<file path="src/rtl/sliding_window_linear_regression_core_assert.svh">
`ifndef SLIDING_WINDOW_LINEAR_REGRESSION_CORE_ASSERT_SVH
`define SLIDING_WINDOW_LINEAR_REGRESSION_CORE_ASSERT_SVH
// Checks sampled on clk, masked while arst_n is low.
// Same-cycle implication.
`define SWLR_ASSERT_SAME(lbl, ante, cons) \
	lbl: assert property (@(posedge clk) disable iff (!arst_n) (ante) |-> (cons)) \
		else $error("swlr check failed");
// Next-cycle implication.
`define SWLR_ASSERT_NEXT(lbl, ante, cons) \
	lbl: assert property (@(posedge clk) disable iff (!arst_n) (ante) |=> (cons)) \
		else $error("swlr check failed");
`endif

</file>
<file path="src/rtl/swlr_pkg.sv">
`timescale 1ns / 1ps
package swlr_pkg;
	localparam int BW        = 192; // wide work word, holds every intermediate
	localparam int MUL_STEPS = 96;  // multiplier operands stay below 2^96
	localparam int CNT_W     = 8;
	localparam int SUM_W     = 41;  // sum of up to 511 32-bit values
	localparam int SQ_W      = 72;  // sum of up to 511 products
	localparam int WL_W      = 9;
	localparam int ONE_Q     = 65536;

	localparam logic signed [63:0] S64_MIN = {1'b1, {63{1'b0}}};
	localparam logic signed [63:0] S64_MAX = {1'b0, {63{1'b1}}};

	localparam logic CMD_ADD  = 1'b0;
	localparam logic CMD_CALC = 1'b1;

	typedef logic [1:0] op_t;
	localparam op_t OP_SUB = 2'd0;
	localparam op_t OP_MUL = 2'd1;
	localparam op_t OP_DIV = 2'd2;

	typedef logic [3:0] reg_sel_t;
	localparam reg_sel_t R_SX    = 4'd0;
	localparam reg_sel_t R_SY    = 4'd1;
	localparam reg_sel_t R_SXX   = 4'd2;
	localparam reg_sel_t R_SYY   = 4'd3;
	localparam reg_sel_t R_SXY   = 4'd4;
	localparam reg_sel_t R_N     = 4'd5;
	localparam reg_sel_t R_P     = 4'd6;
	localparam reg_sel_t R_D     = 4'd7;
	localparam reg_sel_t R_E     = 4'd8;
	localparam reg_sel_t R_T0    = 4'd9;
	localparam reg_sel_t R_T1    = 4'd10;
	localparam reg_sel_t R_K     = 4'd11;
	localparam reg_sel_t R_SLOPE = 4'd12;
	localparam reg_sel_t R_ICPT  = 4'd13;
	localparam reg_sel_t R_R2    = 4'd14;

	typedef logic [1:0] stat_code_t;
	localparam stat_code_t ST_OK    = 2'd0;
	localparam stat_code_t ST_EMPTY = 2'd1;
	localparam stat_code_t ST_XFLAT = 2'd2;
	localparam stat_code_t ST_YFLAT = 2'd3;

	typedef logic [4:0] pc_t;
	localparam pc_t PC_BRANCH     = 5'd8;
	localparam pc_t PC_XFLAT_FIRST = 5'd9;
	localparam pc_t PC_XFLAT_LAST = 5'd10;
	localparam pc_t PC_FIT_FIRST  = 5'd11;
	localparam pc_t PC_ICPT_DIV   = 5'd18;
	localparam pc_t PC_LAST       = 5'd22;

	typedef struct packed {
		op_t      op;
		reg_sel_t a;
		reg_sel_t b;
		reg_sel_t dst;
	} uop_t;

	typedef struct packed {
		logic            mem_we;
		logic            mem_re;
		logic            acc_clr;
		logic            res_clr;
		logic            op_start;
		uop_t            u;
		logic [WL_W-1:0] n;
	} dp_cmd_t;

	typedef struct packed {
		logic op_done;
		logic pipe_busy;
		logic d_zero;
		logic e_zero;
	} dp_stat_t;

	// Calculation program; b is always the narrower multiplier operand.
	function automatic uop_t uop(input pc_t pc);
		uop_t u;
		unique case (pc)
			5'd0:  u = '{OP_MUL, R_SXY, R_N,  R_T0};
			5'd1:  u = '{OP_MUL, R_SX,  R_SY, R_T1};
			5'd2:  u = '{OP_SUB, R_T0,  R_T1, R_P};
			5'd3:  u = '{OP_MUL, R_SXX, R_N,  R_T0};
			5'd4:  u = '{OP_MUL, R_SX,  R_SX, R_T1};
			5'd5:  u = '{OP_SUB, R_T0,  R_T1, R_D};
			5'd6:  u = '{OP_MUL, R_SYY, R_N,  R_T0};
			5'd7:  u = '{OP_MUL, R_SY,  R_SY, R_T1};
			5'd8:  u = '{OP_SUB, R_T0,  R_T1, R_E};
			5'd9:  u = '{OP_MUL, R_SY,  R_K,  R_T0};
			5'd10: u = '{OP_DIV, R_T0,  R_N,  R_ICPT};
			5'd11: u = '{OP_MUL, R_P,   R_K,  R_T0};
			5'd12: u = '{OP_DIV, R_T0,  R_D,  R_SLOPE};
			5'd13: u = '{OP_MUL, R_D,   R_SY, R_T0};
			5'd14: u = '{OP_MUL, R_P,   R_SX, R_T1};
			5'd15: u = '{OP_SUB, R_T0,  R_T1, R_T0};
			5'd16: u = '{OP_MUL, R_T0,  R_K,  R_T0};
			5'd17: u = '{OP_MUL, R_D,   R_N,  R_T1};
			5'd18: u = '{OP_DIV, R_T0,  R_T1, R_ICPT};
			5'd19: u = '{OP_MUL, R_P,   R_P,  R_T0};
			5'd20: u = '{OP_MUL, R_T0,  R_K,  R_T0};
			5'd21: u = '{OP_MUL, R_D,   R_E,  R_T1};
			5'd22: u = '{OP_DIV, R_T0,  R_T1, R_R2};
			default: u = '{OP_SUB, R_T0, R_T0, R_T0};
		endcase
		return u;
	endfunction
endpackage

</file>
<file path="src/rtl/swlr_ctrl.sv">
`timescale 1ns / 1ps
`include "sliding_window_linear_regression_core_assert.svh"
module swlr_ctrl import swlr_pkg::*; #(
	parameter int MAX_WINDOW = 256,
	localparam int AW = $clog2(MAX_WINDOW)
) (
	input  logic            clk,
	input  logic            arst_n,
	input  logic            start,
	input  logic            command,
	input  logic            wl_we,
	input  logic [WL_W-1:0] wl_data,
	output logic            busy,
	output logic            done,
	output logic [1:0]      status,
	output logic [WL_W-1:0] samples_used,
	output dp_cmd_t         cmd,
	output logic [AW-1:0]   mem_waddr,
	output logic [AW-1:0]   mem_raddr,
	input  dp_stat_t        stat
);
	localparam int WL_CAP = (MAX_WINDOW < 511) ? MAX_WINDOW : 511;
	localparam int WL_RST = (MAX_WINDOW < 256) ? MAX_WINDOW : 256;

	localparam logic [2:0] S_IDLE  = 3'd0;
	localparam logic [2:0] S_WALK  = 3'd1;
	localparam logic [2:0] S_DRAIN = 3'd2;
	localparam logic [2:0] S_ISSUE = 3'd3;
	localparam logic [2:0] S_WAIT  = 3'd4;

	logic [2:0]      state_q;
	logic [WL_W-1:0] wlen_q, filled_q, n_q, walk_q, wl_eff;
	logic [AW-1:0]   wp_q;
	pc_t             pc_q;
	stat_code_t      stat_q;
	logic            done_q;
	logic            accept, add_acc, calc_acc, wp_wrap;

	assign busy     = (state_q != S_IDLE);
	assign accept   = start & ~busy;
	assign add_acc  = accept & (command == CMD_ADD);
	assign calc_acc = accept & (command == CMD_CALC);
	assign wp_wrap  = (WL_W'(wp_q) + WL_W'(1)) == wlen_q;

	always_comb begin
		wl_eff = wl_data;
		if (wl_data == '0)
			wl_eff = WL_W'(1);
		else if (wl_data > WL_W'(WL_CAP))
			wl_eff = WL_W'(WL_CAP);
	end

	always_ff @(posedge clk or negedge arst_n) begin
		if (!arst_n) begin
			wlen_q   <= WL_W'(WL_RST);
			wp_q     <= '0;
			filled_q <= '0;
			state_q  <= S_IDLE;
			n_q      <= '0;
			walk_q   <= '0;
			pc_q     <= '0;
			stat_q   <= ST_OK;
			done_q   <= 1'b0;
		end else begin
			if (wl_we) begin
				wlen_q   <= wl_eff;
				wp_q     <= '0;
				filled_q <= '0;
			end else if (add_acc) begin
				wp_q <= wp_wrap ? '0 : wp_q + 1'b1;
				if (filled_q < wlen_q)
					filled_q <= filled_q + 1'b1;
			end
			done_q <= 1'b0;
			unique case (state_q)
				S_IDLE: begin
					if (calc_acc) begin
						n_q    <= filled_q;
						walk_q <= '0;
						pc_q   <= '0;
						if (filled_q == '0) begin
							stat_q <= ST_EMPTY;
							done_q <= 1'b1;
						end else begin
							state_q <= S_WALK;
						end
					end
				end
				S_WALK: begin
					walk_q <= walk_q + 1'b1;
					if (walk_q == n_q - 1'b1)
						state_q <= S_DRAIN;
				end
				S_DRAIN: begin
					if (!stat.pipe_busy)
						state_q <= S_ISSUE;
				end
				S_ISSUE: state_q <= S_WAIT;
				S_WAIT: begin
					if (stat.op_done) begin
						state_q <= S_ISSUE;
						pc_q    <= pc_q + 1'b1;
						if (pc_q == PC_BRANCH) begin
							pc_q <= stat.d_zero ? PC_XFLAT_FIRST : PC_FIT_FIRST;
						end else if (pc_q == PC_XFLAT_LAST) begin
							stat_q  <= ST_XFLAT;
							done_q  <= 1'b1;
							state_q <= S_IDLE;
						end else if (pc_q == PC_ICPT_DIV && stat.e_zero) begin
							stat_q  <= ST_YFLAT;
							done_q  <= 1'b1;
							state_q <= S_IDLE;
						end else if (pc_q == PC_LAST) begin
							stat_q  <= ST_OK;
							done_q  <= 1'b1;
							state_q <= S_IDLE;
						end
					end
				end
				default: state_q <= S_IDLE;
			endcase
		end
	end

	always_comb begin
		cmd.mem_we   = add_acc;
		cmd.mem_re   = (state_q == S_WALK);
		cmd.acc_clr  = calc_acc;
		cmd.res_clr  = calc_acc;
		cmd.op_start = (state_q == S_ISSUE);
		cmd.u        = uop(pc_q);
		cmd.n        = n_q;
	end

	assign mem_waddr    = wp_q;
	assign mem_raddr    = AW'(walk_q);
	assign done         = done_q;
	assign status       = stat_q;
	assign samples_used = n_q;

	`SWLR_ASSERT_SAME(a_fill_bound, 1'b1, filled_q <= wlen_q)
	`SWLR_ASSERT_SAME(a_done_idle, done_q, state_q == S_IDLE)
	`SWLR_ASSERT_SAME(a_opdone_wait, stat.op_done, state_q == S_WAIT)
	`SWLR_ASSERT_SAME(a_pipe_walk, stat.pipe_busy, state_q == S_WALK || state_q == S_DRAIN)
	`SWLR_ASSERT_NEXT(a_calc_busy, calc_acc && filled_q != '0, busy)
endmodule

</file>
<file path="config.mk">
export PLATFORM = sky130hd
export DESIGN_NAME = swlr_ctrl
export DESIGN_NICKNAME = d
export VERILOG_FILES = /design/src/rtl/swlr_pkg.sv /design/src/rtl/swlr_ctrl.sv
export VERILOG_INCLUDE_DIRS = /design/src /design/src/rtl
export SDC_FILE = /design/constraint.sdc
export NUM_CORES = 1
export LEC_CHECK = 0
export BUFFER_PORTS_ARGS = -buffer_cell sky130_fd_sc_hd__buf_2
export CORE_ASPECT_RATIO = 1.5
export CORE_MARGIN = 8
export CORE_UTILIZATION = 61
export DETAILED_ROUTE_END_ITERATION = 12
export PLACE_DENSITY = 0.83
export SLEW_MARGIN = 40
export SYNTH_ARGS = -nofsm -noshare
export SYNTH_HDL_FRONTEND = slang
export SYNTH_SLANG_ARGS = --single-unit
</file>
<file path="constraint.sdc">
create_clock -name clk -period 5.23 [get_ports clk]
set_input_delay 1.046 -clock clk [delete_from_list [all_inputs] [get_ports clk]]
set_output_delay 1.046 -clock clk [all_outputs]
set_load 0.005 [all_outputs]
</file>
* After elaboration in Yosys (flattened, before gate mapping)
Memory sizes are Yosys's and may differ from the RTL's.
Cells that the tools add are included.
W data, S select, Z words.
** Storage, ports and cells
- Bits in registers :: 55
- Memory bits (read-only) :: 448
- Input bits :: 18
- Output and inout bits :: 57
- Word-level logic and storage cells :: 97
- Memories :: 1
** Cells by class
- Add/sub/neg operators :: 6
- Order comparisons :: 2
- Equality and inequality tests :: 18
- Mux-type cells :: 41
- Bitwise operators :: 5
- Reductions and logical operators :: 15
** Memories
- (name not given) :: depth 32, width 14, rd ports 1, clocked after Yosys merged registers in 0, wr ports 0, line swlr_pkg.sv:80 : unique case (pc)
** Operators by type and width (count)
- $mux W9 :: 6
- $mux W2 :: 12
- $mux W8 :: 3
- $add A9 B1 Y9 const B :: 2
- $eq A9 B9 Y1 :: 2
- $logic_not A9 Y1 :: 2
- $pmux W9 S2 :: 1
- $mux W3 :: 5
- $mux W5 :: 3
- $pmux W3 S5 :: 1
- $ne A2 B2 Y1 const B :: 6
- $eq A5 B4 Y1 const B :: 2
- $eq A5 B5 Y1 const B :: 2
- $pmux W5 S2 :: 1
- $add A8 B1 Y9 const B :: 1
- $gt A9 B9 Y1 const B :: 1
- $lt A9 B9 Y1 :: 1
- $sub A9 B1 Y9 const B :: 1
- $add A8 B1 Y8 const B :: 1
- $reduce_bool A2 Y1 :: 4
- $mux W1 :: 7
- $eq A3 B2 Y1 const B :: 2
- $reduce_and A2 Y1 :: 3
- $reduce_and A6 Y1 :: 1
- other kinds (14) :: 17

* Longest topological paths before layout
- Depth after elaboration :: 7
- Depth in mapped cells :: 10
- Depth with buffers taken out :: 9

* Worst setup path before layout
Ideal clock, no wire load.
- Path type :: in2out
- Start :: in command
- End :: out cmd[24] (netlist name)
- Arrival time :: 1.792 ns
- Required time :: 4.184 ns
- Slack :: 2.392 ns
- Stages on the path :: 4
- Path through :: nand3_1 -> inv_1 -> buf_1 -> buf_4
** On the way
- Word-level cells in the longest chain between the ends :: 1
** Ends and longest elaborated chain
- start, declared :: line swlr_ctrl.sv:10 : input logic command,
- $and A1 B1 Y1 :: line swlr_ctrl.sv:42 : assign calc_acc = accept & (command == CMD_CALC);
- end, declared :: line swlr_ctrl.sv:17 : output dp_cmd_t cmd,
Every way passes these cells.

==> run_results.csv <==
group,metric,value,unit
final_layout,area_growth,6.521,%
grt,grt_pass1_vias,3870,
timing,rsz0062_at_grt,"no",
run_status,status,"completed",
final_layout,num_antenna_cells,0,
grt,grt_pass1_wl,17.57,mm
routing,drt_pass1_iterations,4,
setup_path,crit_arrival,2290,ps
flow_run,drv_cap,0,
grt,antenna_found_initial,0,
routing,dr_total_vias,3798,
final_layout,final_nets,576,
setup_path,path_class,"reg2out",
timing,hold_violations,0,
timing,timing.final.crit_period,3334,ps
die,start_util,0.6316,
routing,drt-total-wl,10.32,mm
timing,skew,7.268,ps
synth,yosysSeqAreaShare,0.3339,
clocking,worstSkewPairLatency,320,ps
routing,drc,0,
routing,wire_per_inst,16.81,microns
grt,gr-total-overflow,0,
setup_path,critPathMaxFanout,12,
power,power_per_cell_area,246.9,mW/mm^2
min_path,hp-start,"status[1]",
clocking,postCtsSetupRepairBufs,0,
synth,synth_edf_count,0,
timing,setup_viol,0,
clocking,cts_root_buf,"clkbuf_8",
clocking,path_clk_slew,90,ps
die,core_area,0.006531,sq mm
setup_path,start_kind,"register",
synth,syn_inst,504,
final_layout,multi_input_area,0.002345,sq mm
routing,first_iter_violations,193,
power,ir_worst_vdd,0.2247,mV
setup_path,cp_data_required_time,4180,ps
setup_path,r2r.worst_path.cells,8,
final_layout,drive_above_1_share,0.1896,
timing,drv_slew,0,
die,rows,36,
synth,synth_warnings,0,
synth,ys_types,64,
grt,grt_max_degree,56,
power,power.total,1.085,mW
synth,synth_seq_cells,55,
timing,max_freq,300.0,MHz
synth,syn_area_per_cell,8.185,sq um
placement,routabilityCongestion,0.9236,
timing,post-route-period-util,0.6374,
die,pin_count,75,
die,die_area,0.009704,sq mm
synth,synth_nets,542,
synth,syn_area,0.004125,sq mm
grt,grt_usage,0.2142,
final_layout,regArea,0.001380,sq mm
min_path,hold_class,"reg2reg",
synth,async_reset_ff_frac,1.000,
clocking,ctsHoldBuffers,0,
clocking,post_cts_resize_count,0,
setup_path,timing.rr.start,"state_q[1]",
clocking,cts_max_level,2,
routing,viasPerCell,6.186,
setup_path,crit_start,"pc_q[0]",
clocking,tritoncts,"yes",
die,die_x,83.15,microns
die,die_h,116.7,microns
min_path,worstHoldPathCells,1,
setup_path,critPathCaptureType,"primary output",
placement,portBuffers,74,
clocking,cts_num_sinks,55,
routing,antenna_left,0,
timing,fin_tns_setup,0,ps
timing,worst_slew_pin_slew,707.4,ps
timing,max_slew_margin,0.5284,
power,leakage,2.084,nW
final_layout,fillers,571,
setup_path,r2r_setup_slack,2630,ps
clocking,cts_max_path_buffers,2,
clocking,numCtsBuffers,5,
synth,synth-main-ff-cell,"dfrtp_1",
placement,hpwl,7.757,mm
## worst max-delay path: stages (launching register included)
cell and delay, ps:
dfrtp_1 570, inv_1 180, ha_1 340, nand2_1 150
a21oi_1 80, nor2_1 280, a21oi_1 70, nor2_1 120
a21oi_1 50, buf_2 140
## per-layer routing
| metal | GRT usage | wire length, microns | vias up | share of wire |
|---|---|---|---|---|
| met5 | 0 | 0 | - | 0 |
| met4 | 0.1012 | 292 | 0 | 0.028 |
| met3 | 0.04257 | 522 | 25 | 0.051 |
| met2 | 0.4053 | 5612 | 126 | 0.54 |
| met1 | 0.2208 | 3896 | 1817 | 0.38 |
| li1 | - | - | 1830 | - |
## cells in the final DEF (no fill, tap or decap), types with 8 or more instances in the layout
| cell type | synthesis | routed |
|---|---|---|
| a21oi_1 | 33 | 33 |
| xnor2_1 | 23 | 23 |
| ha_1 | 20 | 20 |
| nor2b_1 | 16 | 16 |
| buf_2 | 1 | 74 |
| nand2b_1 | 8 | 8 |
| nor2_1 | 38 | 38 |
| nand3_1 | 13 | 13 |
| dfrtp_1 | 54 | 52 |
| nand2_1 | 57 | 57 |
| inv_1 | 25 | 25 |
| nor3_1 | 14 | 14 |
| nand4_1 | 10 | 10 |
| o21ai_0 | 41 | 41 |
## per-stage QoR
step | hold WS (ps) | setup slack [ps] | instances | util | area (sq um)
detailed placement | 460.2 | 1950 | 607 | 0.6590 | 4304
floorplan | 472.7 | 2392 | 504 | - | 4125
finish | 479.3 | 1896 | 614 | 0.6728 | 4394
global placement | 462.0 | 2069 | 607 | 0.6590 | 4304
CTS | 482.3 | 1589 | 614 | 0.6724 | 4392
global route | 500.6 | 1660 | 614 | 0.6728 | 4394
## power by group
part / total, mW / switching (mW) / internal, mW
logic: 0.333 / 0.192 / 0.141
registers: 0.512 / 0.0537 / 0.458
clock network: 0.240 / 0.136 / 0.104
## cell type report
type,count,area share
timing repair buffer,76,0.08770
inverter,27,0.02306
multi-input combinational,373,0.5336
sequential,55,0.3141
tap,76,0.02164
clock inverter,1,0.001139
clock buffer,6,0.01879
## synth_stat cells, types with 2 or more instances
| library cell | number | area [sq um] |
|---|---|---|
| nand2_1 | 57 | 214.0 |
| dfrtp_1 | 54 | 1351 |
| o21ai_0 | 41 | 205.2 |
| nor2_1 | 38 | 142.6 |
| a21oi_1 | 33 | 165.2 |
| inv_1 | 25 | 93.84 |
| xnor2_1 | 23 | 201.4 |
| buf_4 | 22 | 165.2 |
| clkbuf_1 | 21 | 78.83 |
| ha_1 | 20 | 250.2 |
| nor2b_1 | 16 | 100.1 |
| nor3_1 | 14 | 70.07 |
| nand3_1 | 13 | 65.06 |
| nand4_1 | 10 | 62.56 |
| nand2b_1 | 8 | 50.05 |
| a31oi_1 | 6 | 37.54 |
| and3_1 | 6 | 37.54 |
| mux2_2 | 6 | 67.56 |
| a32o_1 | 5 | 50.05 |
| nor4_1 | 5 | 31.28 |
| xor2_1 | 5 | 43.79 |
| a2111oi_0 | 4 | 35.03 |
| a21o_1 | 4 | 30.03 |
| mux2i_1 | 4 | 40.04 |
| o22ai_1 | 4 | 25.02 |
| a211oi_1 | 3 | 22.52 |
| a22o_1 | 3 | 26.28 |
| buf_1 | 3 | 11.26 |
| o211ai_1 | 3 | 22.52 |
| o31ai_1 | 3 | 22.52 |
| or3_1 | 3 | 18.77 |
| or4_1 | 3 | 22.52 |
| a21boi_0 | 2 | 15.01 |
| a22oi_1 | 2 | 15.01 |
| clkinv_1 | 2 | 7.510 |
| nand3b_1 | 2 | 15.01 |
| nor4b_1 | 2 | 17.52 |
| o21ai_1 | 2 | 10.01 |
| o32ai_1 | 2 | 17.52 |
## cells by family (layout without fill, tap and decap cells)
logic type                 count (synthesis)  after routing  share of synthesized area
AOI/OAI and AO/OA                        128            128                     0.1944
and+or+nand+nor                          187            187                     0.2278
adders and majority gates                 20             20                    0.06066
muxes                                     10             10                    0.02608
buffers and inverters                     76            110                    0.09767
xor gates and xnor gates                  28             28                    0.05945
DFF                                       55             55                     0.3339
## final timing paths
kind | end
max | cmd[16]
min | status[1]
max reg2reg | state_q[0]
min reg2reg | status[1]
max in group asynchronous | pc_q[2]
min in group asynchronous | walk_q[8]
## sequential cells by signal (all words and copies together), names as in the netlist
signal        flops
status            2
mem_waddr         8
done              1
samples_used      9
wlen_q            9
walk_q            9
pc_q              5
filled_q          9
state_q           3
Power figures use the tool's default switching activity.
